### config.mk
export PLATFORM = sky130hd
export DESIGN_NAME = crc16_frame_parser
export DESIGN_NICKNAME = d
export VERILOG_FILES = /design/src/rtl/crcfp_pkg.sv /design/src/rtl/crcfp_parser.sv /design/src/rtl/crcfp_out_skid.sv /design/src/rtl/crc16_frame_parser.sv
export VERILOG_INCLUDE_DIRS = /design/src /design/src/rtl
export SDC_FILE = /design/constraint.sdc
export NUM_CORES = 1
export LEC_CHECK = 0
export ABC_AREA = 1
export BUFFER_PORTS_ARGS = -buffer_cell sky130_fd_sc_hd__buf_2
export CAP_MARGIN = 40
export CORE_ASPECT_RATIO = 1.5
export CORE_UTILIZATION = 60
export CTS_BUF_LIST = sky130_fd_sc_hd__clkbuf_16
export CTS_CLUSTER_SIZE = 8
export DETAILED_ROUTE_END_ITERATION = 6
export PLACE_DENSITY = 0.83
export SETUP_SLACK_MARGIN = 0.15
export SYNTH_ARGS = -nofsm -noshare
export SYNTH_HDL_FRONTEND = slang
export SYNTH_HIERARCHICAL = 1
export SYNTH_SLANG_ARGS = --single-unit
### constraint.sdc
create_clock -name clk -period 9.8 [get_ports clk]
set_input_delay 1.47 -clock clk [delete_from_list [all_inputs] [get_ports clk]]
set_output_delay 1.47 -clock clk [all_outputs]
set_load 0.1 [all_outputs]
### src/rtl/crc16_frame_parser_assert.svh
// assertion macros for the crc16 frame parser
// expects clk and rst in the scope of each use
`ifndef CRC16_FRAME_PARSER_ASSERT_SVH
`define CRC16_FRAME_PARSER_ASSERT_SVH

// same-cycle implication, off while in reset
`define CRCFP_ASSERT_NOW(label, ante, cons, msg) \
  label: assert property (@(posedge clk) disable iff (rst) (ante) |-> (cons)) else $error(msg);

// next-cycle implication, off while in reset
`define CRCFP_ASSERT_NEXT(label, ante, cons, msg) \
  label: assert property (@(posedge clk) disable iff (rst) (ante) |=> (cons)) else $error(msg);

`endif

### src/rtl/crcfp_pkg.sv
// shared types, constants and the crc byte update for the crc16 frame parser
// no dependencies
package crcfp_pkg;

  localparam logic [15:0] CRC_INIT   = 16'hFFFF;
  localparam logic [15:0] CRC_POLY   = 16'hA001;
  localparam logic [7:0]  START_MARK = 8'h24;
  localparam logic [7:0]  LEN_RESET  = 8'd8;

  // positions inside a frame
  localparam logic [2:0] POS_MARK     = 3'd0;
  localparam logic [2:0] POS_LEN      = 3'd1;
  localparam logic [2:0] POS_TYPE     = 3'd2;
  localparam logic [2:0] POS_ADDR     = 3'd3;
  localparam logic [2:0] POS_PAY_HI   = 3'd4;
  localparam logic [2:0] POS_PAY_LO   = 3'd5;
  localparam logic [2:0] POS_CRC_HI   = 3'd6;
  localparam logic [2:0] POS_CRC_LO   = 3'd7;

  typedef enum logic [1:0] {
    STATUS_OK      = 2'd0,
    STATUS_HDR_ERR = 2'd1,
    STATUS_CRC_ERR = 2'd2
  } status_t;

  typedef struct packed {
    logic [15:0] payload;
    logic [1:0]  channel;
    logic [1:0]  device;
    logic [3:0]  room;
    logic [7:0]  msg_type;
    status_t     status;
  } result_t;

  // reflected crc-16 over one byte, bit at a time
  function automatic logic [15:0] crc16_byte(input logic [15:0] crc_in,
                                             input logic [7:0] data);
    logic [15:0] c;
    c = crc_in ^ {8'h00, data};
    for (int k = 0; k < 8; k++) begin
      if (c[0]) begin
        c = (c >> 1) ^ CRC_POLY;
      end else begin
        c = c >> 1;
      end
    end
    return c;
  endfunction

endpackage

### src/rtl/crcfp_parser.sv
// frame position tracking, running crc, field capture and result forming
// depends on crcfp_pkg
module crcfp_parser (
  input  logic              clk,
  input  logic              rst,
  input  logic              cfg_wr_en,
  input  logic [7:0]        cfg_wr_data,
  input  logic              accept,
  input  logic [7:0]        rx_byte,
  input  logic              frame_start,
  output logic              res_valid,
  output crcfp_pkg::result_t res
);

  logic [7:0]  length_code;
  logic [2:0]  byte_pos;
  logic [15:0] crc_reg;
  logic        header_good;
  logic [7:0]  type_hold;
  logic [7:0]  addr_hold;
  logic [15:0] payload_hold;
  logic [7:0]  crc_high_hold;

  logic [2:0]  pos;
  logic [15:0] crc_base;
  logic [15:0] crc_next;
  logic        header_good_next;
  logic [15:0] rx_crc;

  assign pos      = frame_start ? crcfp_pkg::POS_MARK : byte_pos;
  assign crc_base = (pos == crcfp_pkg::POS_MARK) ? crcfp_pkg::CRC_INIT : crc_reg;
  // crc covers positions before the crc bytes only
  assign crc_next = (pos < crcfp_pkg::POS_CRC_HI) ?
                    crcfp_pkg::crc16_byte(crc_base, rx_byte) : crc_reg;
  assign rx_crc   = {crc_high_hold, rx_byte};

  always_comb begin
    header_good_next = header_good;
    if (pos == crcfp_pkg::POS_MARK) begin
      header_good_next = (rx_byte == crcfp_pkg::START_MARK);
    end else if (pos == crcfp_pkg::POS_LEN) begin
      header_good_next = header_good & (rx_byte == length_code);
    end
  end

  always_comb begin
    res_valid = accept && (pos == crcfp_pkg::POS_CRC_LO);
    if (!header_good) begin
      res          = '0;
      res.status   = crcfp_pkg::STATUS_HDR_ERR;
    end else begin
      res.status   = (rx_crc == crc_reg) ? crcfp_pkg::STATUS_OK : crcfp_pkg::STATUS_CRC_ERR;
      res.msg_type = type_hold;
      res.room     = addr_hold[7:4];
      res.device   = addr_hold[3:2];
      res.channel  = addr_hold[1:0];
      res.payload  = payload_hold;
    end
  end

  always_ff @(posedge clk) begin
    if (rst) begin
      length_code <= crcfp_pkg::LEN_RESET;
    end else if (cfg_wr_en) begin
      length_code <= cfg_wr_data;
    end
  end

  always_ff @(posedge clk) begin
    if (rst) begin
      byte_pos      <= crcfp_pkg::POS_MARK;
      crc_reg       <= crcfp_pkg::CRC_INIT;
      header_good   <= 1'b1;
      type_hold     <= '0;
      addr_hold     <= '0;
      payload_hold  <= '0;
      crc_high_hold <= '0;
    end else if (accept) begin
      byte_pos    <= pos + 3'd1;
      crc_reg     <= crc_next;
      header_good <= header_good_next;
      unique case (pos)
        crcfp_pkg::POS_TYPE:   type_hold          <= rx_byte;
        crcfp_pkg::POS_ADDR:   addr_hold          <= rx_byte;
        crcfp_pkg::POS_PAY_HI: payload_hold[15:8] <= rx_byte;
        crcfp_pkg::POS_PAY_LO: payload_hold[7:0]  <= rx_byte;
        crcfp_pkg::POS_CRC_HI: crc_high_hold      <= rx_byte;
        default: ;
      endcase
    end
  end

endmodule

### src/rtl/crcfp_out_skid.sv
// two-entry result buffer: output register plus skid register
// depends on crcfp_pkg
module crcfp_out_skid (
  input  logic               clk,
  input  logic               rst,
  input  logic               push,
  input  crcfp_pkg::result_t push_data,
  output logic               can_accept,
  output logic               out_valid,
  input  logic               out_ready,
  output crcfp_pkg::result_t out_data
);

  logic               skid_valid;
  crcfp_pkg::result_t skid_data;
  logic               pop;

  assign pop        = out_valid && out_ready;
  // the skid slot must be free before another input beat can be taken
  assign can_accept = !skid_valid;

  always_ff @(posedge clk) begin
    if (rst) begin
      out_valid  <= 1'b0;
      skid_valid <= 1'b0;
    end else if (pop) begin
      if (skid_valid) begin
        out_data   <= skid_data;
        skid_valid <= 1'b0;
      end else if (push) begin
        out_data <= push_data;
      end else begin
        out_valid <= 1'b0;
      end
    end else if (push) begin
      if (!out_valid) begin
        out_data  <= push_data;
        out_valid <= 1'b1;
      end else begin
        skid_data  <= push_data;
        skid_valid <= 1'b1;
      end
    end
  end

endmodule

### src/rtl/crc16_frame_parser.sv
// crc16 frame parser top level: stream ports, parser and result buffer
// depends on crcfp_pkg, crcfp_parser, crcfp_out_skid, crc16_frame_parser_assert.svh
//
// Checks 8-byte frames received one byte per input beat ('$', length byte, type,
// address, payload high, payload low, crc high, crc low) and delivers one result
// beat after the last byte. The position, running crc-16 and captured fields update
// at the edge that accepts the byte; the result of the last byte is loaded at that
// edge into the output register, offered from the next cycle, or into the skid
// register while the output register stays full. A byte can be accepted every
// cycle; input stalls only when both registers are full. tuser high on an input
// beat forces it to be byte 0 of a new frame. length_code resets to 8; the user
// writes it by cfg_wr_en/cfg_wr_data only while idle, not enforced by the block.
module crc16_frame_parser (
  input  logic        clk,
  input  logic        rst,
  input  logic        cfg_wr_en,
  input  logic [7:0]  cfg_wr_data,
  input  logic        s_axis_tvalid,
  output logic        s_axis_tready,
  input  logic [7:0]  s_axis_tdata,  // [7:0] rx_byte
  input  logic        s_axis_tuser,  // [0] frame_start
  output logic        m_axis_tvalid,
  input  logic        m_axis_tready,
  output logic [39:0] m_axis_tdata   // [1:0] status, [9:2] msg_type, [13:10] room,
                                     // [15:14] device, [17:16] channel, [33:18] payload
);

  logic               accept;
  logic               res_valid;
  crcfp_pkg::result_t res;
  crcfp_pkg::result_t out_res;
  logic               out_hdr_err;
  logic               push_blocked;

  assign accept = s_axis_tvalid && s_axis_tready;

  crcfp_parser u_parser (
    .clk         (clk),
    .rst         (rst),
    .cfg_wr_en   (cfg_wr_en),
    .cfg_wr_data (cfg_wr_data),
    .accept      (accept),
    .rx_byte     (s_axis_tdata),
    .frame_start (s_axis_tuser),
    .res_valid   (res_valid),
    .res         (res)
  );

  crcfp_out_skid u_out (
    .clk        (clk),
    .rst        (rst),
    .push       (res_valid),
    .push_data  (res),
    .can_accept (s_axis_tready),
    .out_valid  (m_axis_tvalid),
    .out_ready  (m_axis_tready),
    .out_data   (out_res)
  );

  assign m_axis_tdata = {6'b0, out_res.payload, out_res.channel, out_res.device,
                         out_res.room, out_res.msg_type, out_res.status};

  assign out_hdr_err  = m_axis_tvalid && (out_res.status == crcfp_pkg::STATUS_HDR_ERR);
  assign push_blocked = res_valid && m_axis_tvalid && !m_axis_tready;

`include "crc16_frame_parser_assert.svh"

  `CRCFP_ASSERT_NOW(a_push_needs_beat, res_valid, accept, "result without input beat")
  `CRCFP_ASSERT_NOW(a_stall_means_full, !s_axis_tready, m_axis_tvalid, "skid full with output empty")
  `CRCFP_ASSERT_NOW(a_hdr_err_zero, out_hdr_err, m_axis_tdata[39:2] == '0, "header error with fields")
  `CRCFP_ASSERT_NEXT(a_skid_fills, push_blocked, !s_axis_tready, "stalled result lost")

endmodule

# After elaboration in Yosys (flattened, before gate mapping)
# Index checks and enable logic that the tools add are counted.
[classes]
add_sub_neg = 1
multipliers = 0
div = 0
magnitude_cmp = 1
eq_ne = 13
n_shift = 0
muxes = 23
bitwise_logic = 12
reduce_logical = 20
[op_table]
columns = ["operator", "n"]
rows = [
  ["$mux W34", 6],
  ["$mux W16", 9],
  ["$not A2 Y3", 8],
  ["$eq A16 B16 Y1", 1],
  ["$reduce_and A2 Y1", 8],
  ["$xor A16 B8 Y16", 1],
  ["$eq A3 B3 Y1 const B", 4],
  ["$eq A8 B6 Y1 const B", 1],
  ["$eq A8 B8 Y1", 1],
  ["$reduce_and A4 Y1", 2],
  ["$eq A3 B2 Y1 const B", 2],
  ["$mux W1", 6],
  ["$ne A2 B2 Y1 const B", 3],
  ["$reduce_bool A2 Y1", 3],
  ["$add A3 B1 Y3 const B", 1],
  ["$eq A3 B1 Y1 const B", 1],
  ["$logic_and A1 B1 Y1", 3],
  ["$logic_not A3 Y1", 1],
  ["$lt A3 B3 Y1 const B", 1],
  ["$mux W3", 1],
  ["$reduce_and A3 Y1", 1],
  ["$mux W2", 1],
  ["$not A1 Y1", 2],
  ["$reduce_or A2 Y1", 1],
  ["2 further kinds", 2],
]
[totals]
register_bits = 138
latchBits = 0
ram_bits = 0
mem_bits_ro = 0
input_bits = 22
out_inout_bits = 42
elab_cells = 93
mem_count = 0

# Longest topological paths before layout
# Gate-level depths: netlist (run 1).
[logic_depth]
depth_word = 20
depth_mapped = 21
ltp_nobuf = 19

# By module
# The synthesis (run 1) kept the hierarchy.
[by_module_without_submodules]
columns = ["mod", "instances", "cells_each", "area_each_um2", "seq_area_each_um2"]
rows = [
  ["crcfp_parser", 1, 516, 3604.7, 1361.3],
  ["crcfp_out_skid", 1, 196, 2592.5, 2082.0],
  ["crc16_frame_parser", 1, 9, 56.3, 0.0],
]

# Worst setup path after synthesis (run 1)
# No wires, ideal clock.
[synth_path]
path_type = "input -> register"
from = "in s_axis_tvalid"
to = "reg u_out/out_data[0] (netlist name) (enable)"
setup_time_ps = 437
arrival_ps = 3847
required_time_ps = 9363
slack_ps = 5516
cell_stages = 8
path_buffers = 2
cell_sequence = "nand2_1 -> inv_1 -> clkbuf_1 -> buf_2 -> nand2_1 -> inv_1 -> inv_1 -> a21oi_1"
[synth_between]
elab_chain_cells = 4
word_cells_on_any_way = 5
cone_classes = "5 x reduce/logical"
[synth_lines]
columns = ["item", "line", "text"]
rows = [
  ["start, declared", "crc16_frame_parser.sv:18", "input logic s_axis_tvalid,"],
  ["$logic_and A1 B1 Y1 (*)", "crc16_frame_parser.sv:35", "assign accept = s_axis_tvalid && s_axis_tready;"],
  ["via accept", "crc16_frame_parser.sv:28", "logic accept;"],
  ["$logic_and A1 B1 Y1 (*)", "crcfp_parser.sv:47", "res_valid = accept && (pos == crcfp_pkg::POS_CRC_LO);"],
  ["via res_valid", "crc16_frame_parser.sv:29", "logic res_valid;"],
  ["$reduce_bool A2 Y1 (no line)", "n/a", ""],
  ["$reduce_and A4 Y1 (no line) (*)", "n/a", ""],
  ["end signal, assigned", "crcfp_out_skid.sv:28", "out_data <= skid_data;"],
  ["end signal, assigned", "crcfp_out_skid.sv:31", "out_data <= push_data;"],
  ["end signal, assigned", "crcfp_out_skid.sv:37", "out_data <= push_data;"],
  ["end, declared", "crcfp_out_skid.sv:11", "output crcfp_pkg::result_t out_data"],
]
# Mark *: on every way through the listed nets, which the timed path passes. The rest lies on a longest branch.
# A chain may end at the register's enable or synchronous reset.

# Worst setup path after layout (run 1)
[layout_path]
from = "in s_axis_tuser"
to = "reg u_parser.crc_reg[0]"
[layout_between]
elab_chain_cells = 13
word_cells_on_any_way = 22
cone_classes = "1 x order compare; 10 x mux; 9 x bitwise; 2 x reduce/logical"
[layout_lines]
columns = ["item", "line", "text"]
rows = [
  ["start, declared", "crc16_frame_parser.sv:21", "input logic s_axis_tuser,"],
  ["$mux W3 (*)", "crcfp_parser.sv:30", "assign pos = frame_start ? crcfp_pkg::POS_MARK : byte_pos;"],
  ["$logic_not A3 Y1", "crcfp_parser.sv:31", "assign crc_base = (pos == crcfp_pkg::POS_MARK) ? crcfp_pkg::CRC_INIT : crc_reg;"],
  ["$mux W16", "crcfp_parser.sv:31", ""],
  ["$xor A16 B8 Y16", "crcfp_pkg.sv:39", "c = crc_in ^ {8'h00, data};"],
  ["$mux W16 / $not A2 Y3 (equally long branches) (7 in series)", "n/a", ""],
  ["$not A2 Y3 (no line) / $mux W16 (equally long branches)", "n/a", ""],
  ["$mux W16", "crcfp_pkg.sv:41", "if (c[0]) begin"],
  ["end signal, assigned", "crcfp_parser.sv:72", "crc_reg <= crcfp_pkg::CRC_INIT;"],
  ["end signal, assigned", "crcfp_parser.sv:80", "crc_reg <= crc_next;"],
  ["end, declared", "crcfp_parser.sv:17", "logic [15:0] crc_reg;"],
]
# Every way passes the cells marked *; elsewhere a longest branch is shown, timed or not.

==> results of run 1 <==
-- cell usage in the layout (no fill, tap or decap) --
master,count
xor2_1,13
a41oi_1,1
nand2_2,14
edfxtp_1,68
o21ai_1,1
nand3_1,15
nor2_1,24
nor3_1,1
nor4_1,5
a21oi_4,1
inv_8,4
dfxtp_1,70
o211ai_1,6
o21ai_0,67
inv_1,96
buf_2,57
inv_6,4
clkinv_4,1
clkinvlp_4,6
o21ai_2,2
xnor2_1,7
buf_4,3
clkinv_1,1
buf_16,1
nand4_1,3
clkbuf_16,17
nand2_4,5
nand3_2,9
nor2_2,1
ha_1,6
nand2_1,195
conb_1,6
clkinv_2,1
inv_2,8
a21oi_1,57
-- layer usage --
layer,share of wire,vias to the layer above,track usage
met5,0,-,0
met4,0.036,0,0.119
met3,0.042,46,0.0691
met2,0.52,137,0.432
met1,0.40,2192,0.264
li1,-,2370,-
-- cells in the mapped netlist (all sizes together) --
cell type  instances  area (um2)
nand3             24         165
clkbuf            18        67.6
o21ai             70         358
inv              104         390
nand2            214         876
edfxtp            68        2040
buf               25         198
o211ai             6        45.0
a41oi              1        8.76
ha                 6        75.1
dfxtp             70        1400
nor3               1        5.00
clkinv             2        8.75
nor2              25        93.8
nor4               5        31.3
a21oi             58         290
nand4              3        18.8
xor2              13         114
conb               1        3.75
xnor2              7        61.3
-- layout make-up --
type,count,area share
clock inverters,15,0.0190
well taps,117,0.0207
flip-flops and latches,138,0.488
repair buffers,61,0.0475
multi-input cells,439,0.308
inverters,106,0.0565
clock buffers,17,0.0602
-- metrics by stage --
step / total power, uW / hold slack, ps / cells
3_5_place_dp: 756 / 436 / 861
6_report: 1340 / 447 / 893
4_1_cts: 1350 / 446 / 893
5_1_grt: 1390 / 465 / 893
2_1_floorplan: 734 / 424 / 726
3_3_place_gp: 750 / 433 / 860
-- final timing paths --
check | start | end | slack (ps) | cells past startpoint
setup reg to reg | u_parser/byte_pos[1] | u_parser/crc_reg[0] | 7340 | 12
setup / recovery | s_axis_tuser | u_parser/crc_reg[0] | 6530 | 12
hold / removal | u_parser/type_hold[4] | u_parser/type_hold[4] | 450 | 2
hold reg to reg | u_parser/type_hold[4] | u_parser/type_hold[4] | 450 | 2
-- cells by family (layout without fill, tap and decap cells) --
family	count (synthesis)	in the layout	share of synthesized area
buffers and inverters	149	199	0.106
xor gates and xnor gates	20	20	0.0280
and+or+nand+nor	272	272	0.190
adders and majority gates	6	6	0.0120
DFF	138	138	0.551
other	1	6	0.000600
AOI/OAI and AO/OA	135	135	0.112
-- power groups by stage --
stage / logic [uW] / registers [uW] / clock network (uW)
finish: 123 / 625 / 592
global route: 135 / 626 / 627
CTS: 121 / 625 / 600
detailed placement: 119 / 637 / 0
global placement: 114 / 637 / 0
floorplan: 101 / 633 / 0
-- worst register-to-register path, cell delays in order (launching register included) --
cell and delay (ps):
dfxtp_1 320, inv_1 60, nor2_1 180, inv_1 90, ha_1 340, nand2_2 290, inv_1 240, o21ai_1 320
inv_1 130, nand3_1 150, nand3_2 110, nand3_2 70, nand2_1 50
==> metrics, run 1 <==
outcome completed; Worst EP arrival 3590 ps; Reg power frac 0.466; area grow syn2layout 12.9%; remaining global-route overflow 0; wire per inst 14.1 um; Total Wirelength 12,600 um; CTS tree built; routed vias/inst between 5 and 6; final hold vios 0; RSZ-0062 raised after global routing no; Min-Delay Path Class flip-flop to flip-flop; CP peak stage delay 340 ps; Static Leak 0.00320 uW; hold buffers post-CTS 0; Slew headroom 0.541; crit path time final 3270 ps; Setup Buffers After CTS 0; pre-CTS setup slack 6170 ps; port bufs between 50 and 60; DR vias 4,745; Max stage delay cell, worst path ha_1; CP Class input port to flip-flop; Sw Ratio 0.266; CTS Buf Count 17; CP Max Fanout 11; data required time at the worst endpoint 10,110 ps; Worst-Skew Late Latency 420 ps; PostCTS Resize Cnt 0; power share of the clock group 0.442; Int Pwr about 980 uW; # IOs 64; clock transition at the registers of the reported paths 60 ps; combinational power share 0.092; fin util 0.697; core area 0.0101 mm2; PnR worst setup slack 6530 ps; htree depth 4; post-DP HPWL 8690 um; Slew Viols, Final 0; Largest delay share family, worst path simple AND/OR/NAND/NOR gates; DR DRC count 0; Die Span Y between 100 and 150 um; Power Density 190 mW/mm2; Setup crit start kind input port; most used cell, CP inv_1; register area share after synthesis 0.551; number of global-route vias before repair 4,497; initial antenna violation count 0; Buffers & Inverters on Critical Path 4; Netlist cell types 29; Starting Density 0.617; total negative slack 0 ps; Initial DRC Count ~320; largest registers u_out/out_data: 34 flops, u_out/skid_data: 34 flops; chip width 85.4 um; Multi-input gate area 0.00218 mm2; ANT nets after route 0; synth warn 6; # fillers between 700 and 800; fmax just over 300 MHz; Seq cells post-synth 138; syn_area_per_cell between 8 and 9 um2; Total GRT Usage 0.243; largest net degree at the start of global routing 39; crit end category flip-flop; clk sink count ~140; final setup violation count 0; post-synthesis cell area roughly 0.0063 mm2; worst slew pin tran 687 ps; Pre-antenna DRT Iters 5; Cells after Synth 721; clock buffer depth 2; fin area 0.00706 mm2; Final Skew slightly below 6 ps; peak supply drop between 0.0001 and 0.00015 V; n_diodes 0; final worst path period share 0.334; Register Area 0.00344 mm2; root buffer cell clkbuf_16; layout cell share with drive strength beyond 1 0.173; critical-path cell list buf_2, nor2_1, inv_1, ha_1, nand2_2, inv_1, o21ai_1, inv_1, nand3_1, nand3_2, nand3_2, nand2_1; maxcap violations 0; Sw Pwr 357 uW; Core Rows between 40 and 50; fin nets ~790; die footprint 0.0108 mm2; first-pass GRT wire length a little over 20,000 um; routability cong. 0.933; Placement Cell Area around 0.0065 mm2
Note: power is estimated with default switching activity, not from simulation.
==> inputs of run 2 (changes only) <==
CORE_UTILIZATION = 53   (was 60)
PLACE_DENSITY = 0.78   (was 0.83)
clock period = 2.75 ns   (was 9.8 ns; I/O delays follow)
==> metrics, run 2 (synthesis gave the netlist of run 1 again) <==
data required time at the worst endpoint 3050 ps; Static Leak 0.00325 uW; Setup Buffers After CTS 0; largest registers u_out/out_data: 34 flops, u_out/skid_data: 34 flops; Final Skew between 9 and 10 ps; crit path time final 2200 ps; DR vias 4,756; Worst-Skew Late Latency 410 ps; total negative slack 0 ps; PostCTS Resize Cnt 0; # IOs 64; n_diodes 0; reg2reg end u_parser/crc_reg[0]; Worst EP arrival around 2500 ps; chip width 90.7 um; CP Max Fanout 11; Initial DRC Count roughly 350; peak supply drop 0.000578 V; fin nets 794; Power Density between 700 and 800 mW/mm2; commonest non-fill, non-tap cells in the layout nand2_1, inv_1, dfxtp_1; hold buffers post-CTS 0; Placement Cell Area 0.00656 mm2; htree depth 4; Core Rows 48; r2r worst-path depth 12; layout cell share with drive strength beyond 1 0.177; CTS tree built; Setup crit start kind flip-flop; die footprint approximately 0.012 mm2; Starting Density 0.545; number of global-route vias before repair 4,684; Min-Delay Path Class input port to flip-flop; ANT nets after route 0; maxcap violations 0; Slew Viols, Final 0; Buffers & Inverters on Critical Path 4; reg2reg start u_parser/byte_pos[1]; DR DRC count 0; post-DP HPWL 8690 um; wire per inst 14.0 um; Total GRT Usage 0.224; clk sink count 138; # fillers ~900; clock buffer depth 2; final hold vios 0; fin area 0.00719 mm2; Critical Path Source u_parser/byte_pos[1]; critical-path cell list inv_1, nor2_1, inv_1, ha_1, nand2_2, inv_1, o21ai_1, inv_1, nand3_1, nand3_2, nand3_2, nand2_1; area grow syn2layout 15.0%; port bufs 57; Slew headroom 0.599; Largest delay share family, worst path simple AND/OR/NAND/NOR gates; Total Wirelength around 13,000 um; clock transition at the registers of the reported paths 60 ps; initial antenna violation count 0; CTS Buf Count 17; crit end category flip-flop; most used cell, CP inv_1; Pre-antenna DRT Iters 6; largest net degree at the start of global routing 58; Die Span Y 135 um; routed vias/inst 5.12; Max stage delay cell, worst path dfxtp_1; core area between 0.01 and 0.015 mm2; root buffer cell clkbuf_16; final non-filler cell total 929; commonest non-fill, non-tap cell in the layout nand2_1; fmax 455 MHz; flop-to-flop setup slack 550 ps; outcome completed; worst slew pin tran 600 ps; remaining global-route overflow 0; CP peak stage delay 320 ps; RSZ-0062 raised after global routing no; routability cong. 0.871; final setup violation count 0; Worst setup endpoint u_parser/crc_reg[0]; PnR worst setup slack roughly 550 ps; final worst path period share 0.800; Levels on crit path 12; CP Class flip-flop to flip-flop; pre-CTS setup slack 434 ps; Placed Instances 897; first-pass GRT wire length 21,500 um
[run 2: cell types whose count changed in the layout (fill, tap and decap cells not counted), sizes merged]
cell      before  now
clkinvlp       6    4
buf           61   64
clkinv         3    4
inv          112  109
bufinv         0    4
[run 2: per-layer routing]
metal | part of all wire | global-route usage | vias up
met5 | 0 | 0 | -
met4 | 0.044 | 0.140 | 0
met3 | 0.042 | 0.0411 | 41
met2 | 0.53 | 0.407 | 148
met1 | 0.39 | 0.236 | 2181
li1 | - | - | 2386
[run 2: through the flow]
stage | hold WS (ps) | util | total power, uW
3_3_place_gp | 434 | 0.572 | 2690
5_1_grt | 222 | 0.627 | 5270
6_report | 214 | 0.627 | 5090
4_1_cts | 203 | 0.627 | 5110
2_1_floorplan | 424 | - | 2620
3_5_place_dp | 436 | 0.572 | 2700
[run 2: worst min-delay path, stage by stage]
cell,delay (ps)
buf_2,70
nand2_1,40
nand3_1,60
[run 2: where the power goes]
| group | switching, uW | leakage (uW) | internal [uW] | total [uW] |
|---|---|---|---|---|
| clock network | 888 | 0.000301 | 1540 | 2420 |
| registers | 40.9 | 0.00121 | 2190 | 2230 |
| logic | 302 | 0.00174 | 133 | 435 |
| total | 1230 | 0.00325 | 3860 | 5090 |
[run 2: layout make-up]
class,instances,area [um2],share of cell area
Clock buffer,17,425,0.0592
Multi-Input combinational cell,439,2180,0.304
Clock inverter,15,210,0.0292
Inverter,106,403,0.0560
Tap cell,150,188,0.0261
Timing Repair Buffer,64,338,0.0470
Sequential cell,138,3440,0.479
[run 2: worst min path at each step]
| stage | start | endpoint | slack (ps) | cells after the start |
|---|---|---|---|---|
| after floorplan | u_parser/payload_hold[13] | u_parser/payload_hold[13] | 420 | 2 |
| after global placement | u_parser/payload_hold[9] | u_parser/payload_hold[9] | 430 | 2 |
| after detailed placement | u_parser/payload_hold[8] | u_parser/payload_hold[8] | 440 | 2 |
| after CTS | cfg_wr_data[3] | u_parser/length_code[3] | 200 | 3 |
| after global routing | cfg_wr_data[3] | u_parser/length_code[3] | 220 | 3 |
| final | cfg_wr_data[3] | u_parser/length_code[3] | 210 | 3 |
==> inputs of run 3 (changes only) <==
clock period = 2 ns   (was 2.75 ns; I/O delays follow)
==> metrics, run 3 (synthesis gave the netlist of run 1 again) <==
outcome finished, violations left; failing checks setup timing; clk sink count 138; crit path time final between 2000 and 2500 ps; Setup crit start kind flip-flop; reg2reg end u_out/out_data[12]; Final Skew 10.2 ps; maxcap violations 0; Final Power approximately 6800 uW; Static Leak 0.00345 uW; CTS tree built; Slew Viols, Final 0; PnR worst setup slack -36.5 ps; routability cong. 0.945; flop-to-flop setup slack -40 ps; chip width 90.7 um; post-DP HPWL 9450 um; Sw Ratio 0.265; worst slew pin tran approximately 500 ps; CP Class flip-flop to flip-flop; commonest non-fill, non-tap cell in the layout nand2_1; largest net degree at the start of global routing 42; peak supply drop roughly 0.00068 V; number of global-route vias before repair ~4,900; htree depth 4; crit end category flip-flop; wire per inst 15.9 um; clock buffer depth 2; final worst path period share 1.02; reg2reg start u_parser/byte_pos[2]; fmax ~490 MHz; commonest non-fill, non-tap cells in the layout nand2_1, inv_1, edfxtp_1; port bufs 57; fin util 0.666; Total Wirelength between 15,000 and 20,000 um; Worst EP arrival approximately 2200 ps; Initial DRC Count 504; Sw Pwr 1800 uW; Reg power frac 0.450; layout cell share with drive strength beyond 1 0.251; initial antenna violation count 0; Pre-antenna DRT Iters 5; CTS Buf Count 17; # fillers 851; Worst-Skew Late Latency about 420 ps; area grow syn2layout 22.2%; Core Rows 48; Power Density 891 mW/mm2; Min-Delay Path Class input port to flip-flop; die footprint 0.0122 mm2; final setup violation count 27; DR DRC count 0; total negative slack -658 ps; # IOs between 60 and 70; hold path endpoint u_parser/length_code[2]; Placed Instances 912; r2r worst-path depth 9; root buffer cell clkbuf_16; routed vias/inst 5.31; fin nets about 830; data required time at the worst endpoint 2130 ps; remaining global-route overflow 0; largest registers u_out/out_data: 34 flops, u_out/skid_data: 34 flops; n_diodes 0; hold path startpoint cfg_wr_data[2]; Die Span Y 135 um; first-pass GRT wire length 23,500 um; ANT nets after route 0; Slew headroom 0.665; Starting Density 0.545; Int Pwr 5000 uW; Worst Hold Slack 123 ps; hold path depth 3; combinational power share 0.113; core area 0.0115 mm2; power share of the clock group 0.438; clock transition at the registers of the reported paths 60 ps; CP Max Fanout 13; Total GRT Usage 0.248; final hold vios 0; final non-filler cell total around 960; RSZ-0062 raised after global routing yes; DR vias 5,120
## run 3: area by class of cell
class | count | area [um2] | area share
inverters | 106 | 407 | 0.0532
repair buffers | 98 | 687 | 0.0899
multi-input cells | 440 | 2350 | 0.308
clock buffers | 17 | 425 | 0.0557
well taps | 150 | 188 | 0.0246
clock inverters | 15 | 138 | 0.0180
flip-flops and latches | 138 | 3450 | 0.451
## run 3: power groups by stage
stage / clock network [uW] / registers [uW] / logic (uW)
2_1_floorplan: 0 / 3100 / 528
4_1_cts: 3000 / 3060 / 689
6_report: 2980 / 3060 / 766
5_1_grt: 3140 / 3070 / 836
3_3_place_gp: 0 / 3120 / 635
3_5_place_dp: 0 / 3120 / 655
## run 3: worst max path at each step
stage | from | endpoint | slack (ps) | cells after the start
final | u_parser/byte_pos[2] | u_out/out_data[12] | -40 | 9
after global routing | u_parser/byte_pos[2] | u_out/out_data[12] | -160 | 9
after CTS | u_parser/byte_pos[1] | u_parser/crc_reg[0] | 110 | 19
after detailed placement | s_axis_tuser | u_parser/crc_reg[0] | -70 | 18
after global placement | s_axis_tuser | u_parser/crc_reg[0] | 30 | 18
after floorplan | u_out/skid_valid | u_out/out_data[0] | -230 | 9
## run 3: what timing repair did
| action | CTS | global route |
|---|---|---|
| pin swaps | 8 | 16 |
| endpoints found under the setup margin | 2 | 81 |
| resized for setup | 8 | 16 |
| hold buffers | 0 | 0 |
| gates cloned | 0 | 3 |
| buffers inserted | 5 | 12 |
## run 3: stage by stage
step | area [um2] | setup WS, ps
finish | 7640 | -36.5
global route | 7640 | -163
CTS | 7410 | 113
detailed placement | 6780 | -72.8
global placement | 6780 | 26.5
floorplan | 6390 | -228
## run 3: metal layers
| metal | part of all wire | up-vias | track usage | routed length, um |
|---|---|---|---|---|
| li1 | - | 2458 | - | - |
| met1 | 0.36 | 2420 | 0.273 | 5590 |
| met2 | 0.55 | 186 | 0.448 | 8390 |
| met3 | 0.045 | 56 | 0.0546 | 682 |
| met4 | 0.044 | 0 | 0.124 | 667 |
| met5 | 0 | - | 0 | 0 |
## run 3: worst max-delay path, stage by stage, from the launching register on
cell and delay (ps):
dfxtp_1 390, inv_1 80, nor2_1 380, ha_4 200, nand2_2 50, inv_2 110, inv_2 60, a21oi_4 160
buf_12 150, clkbuf_16 170
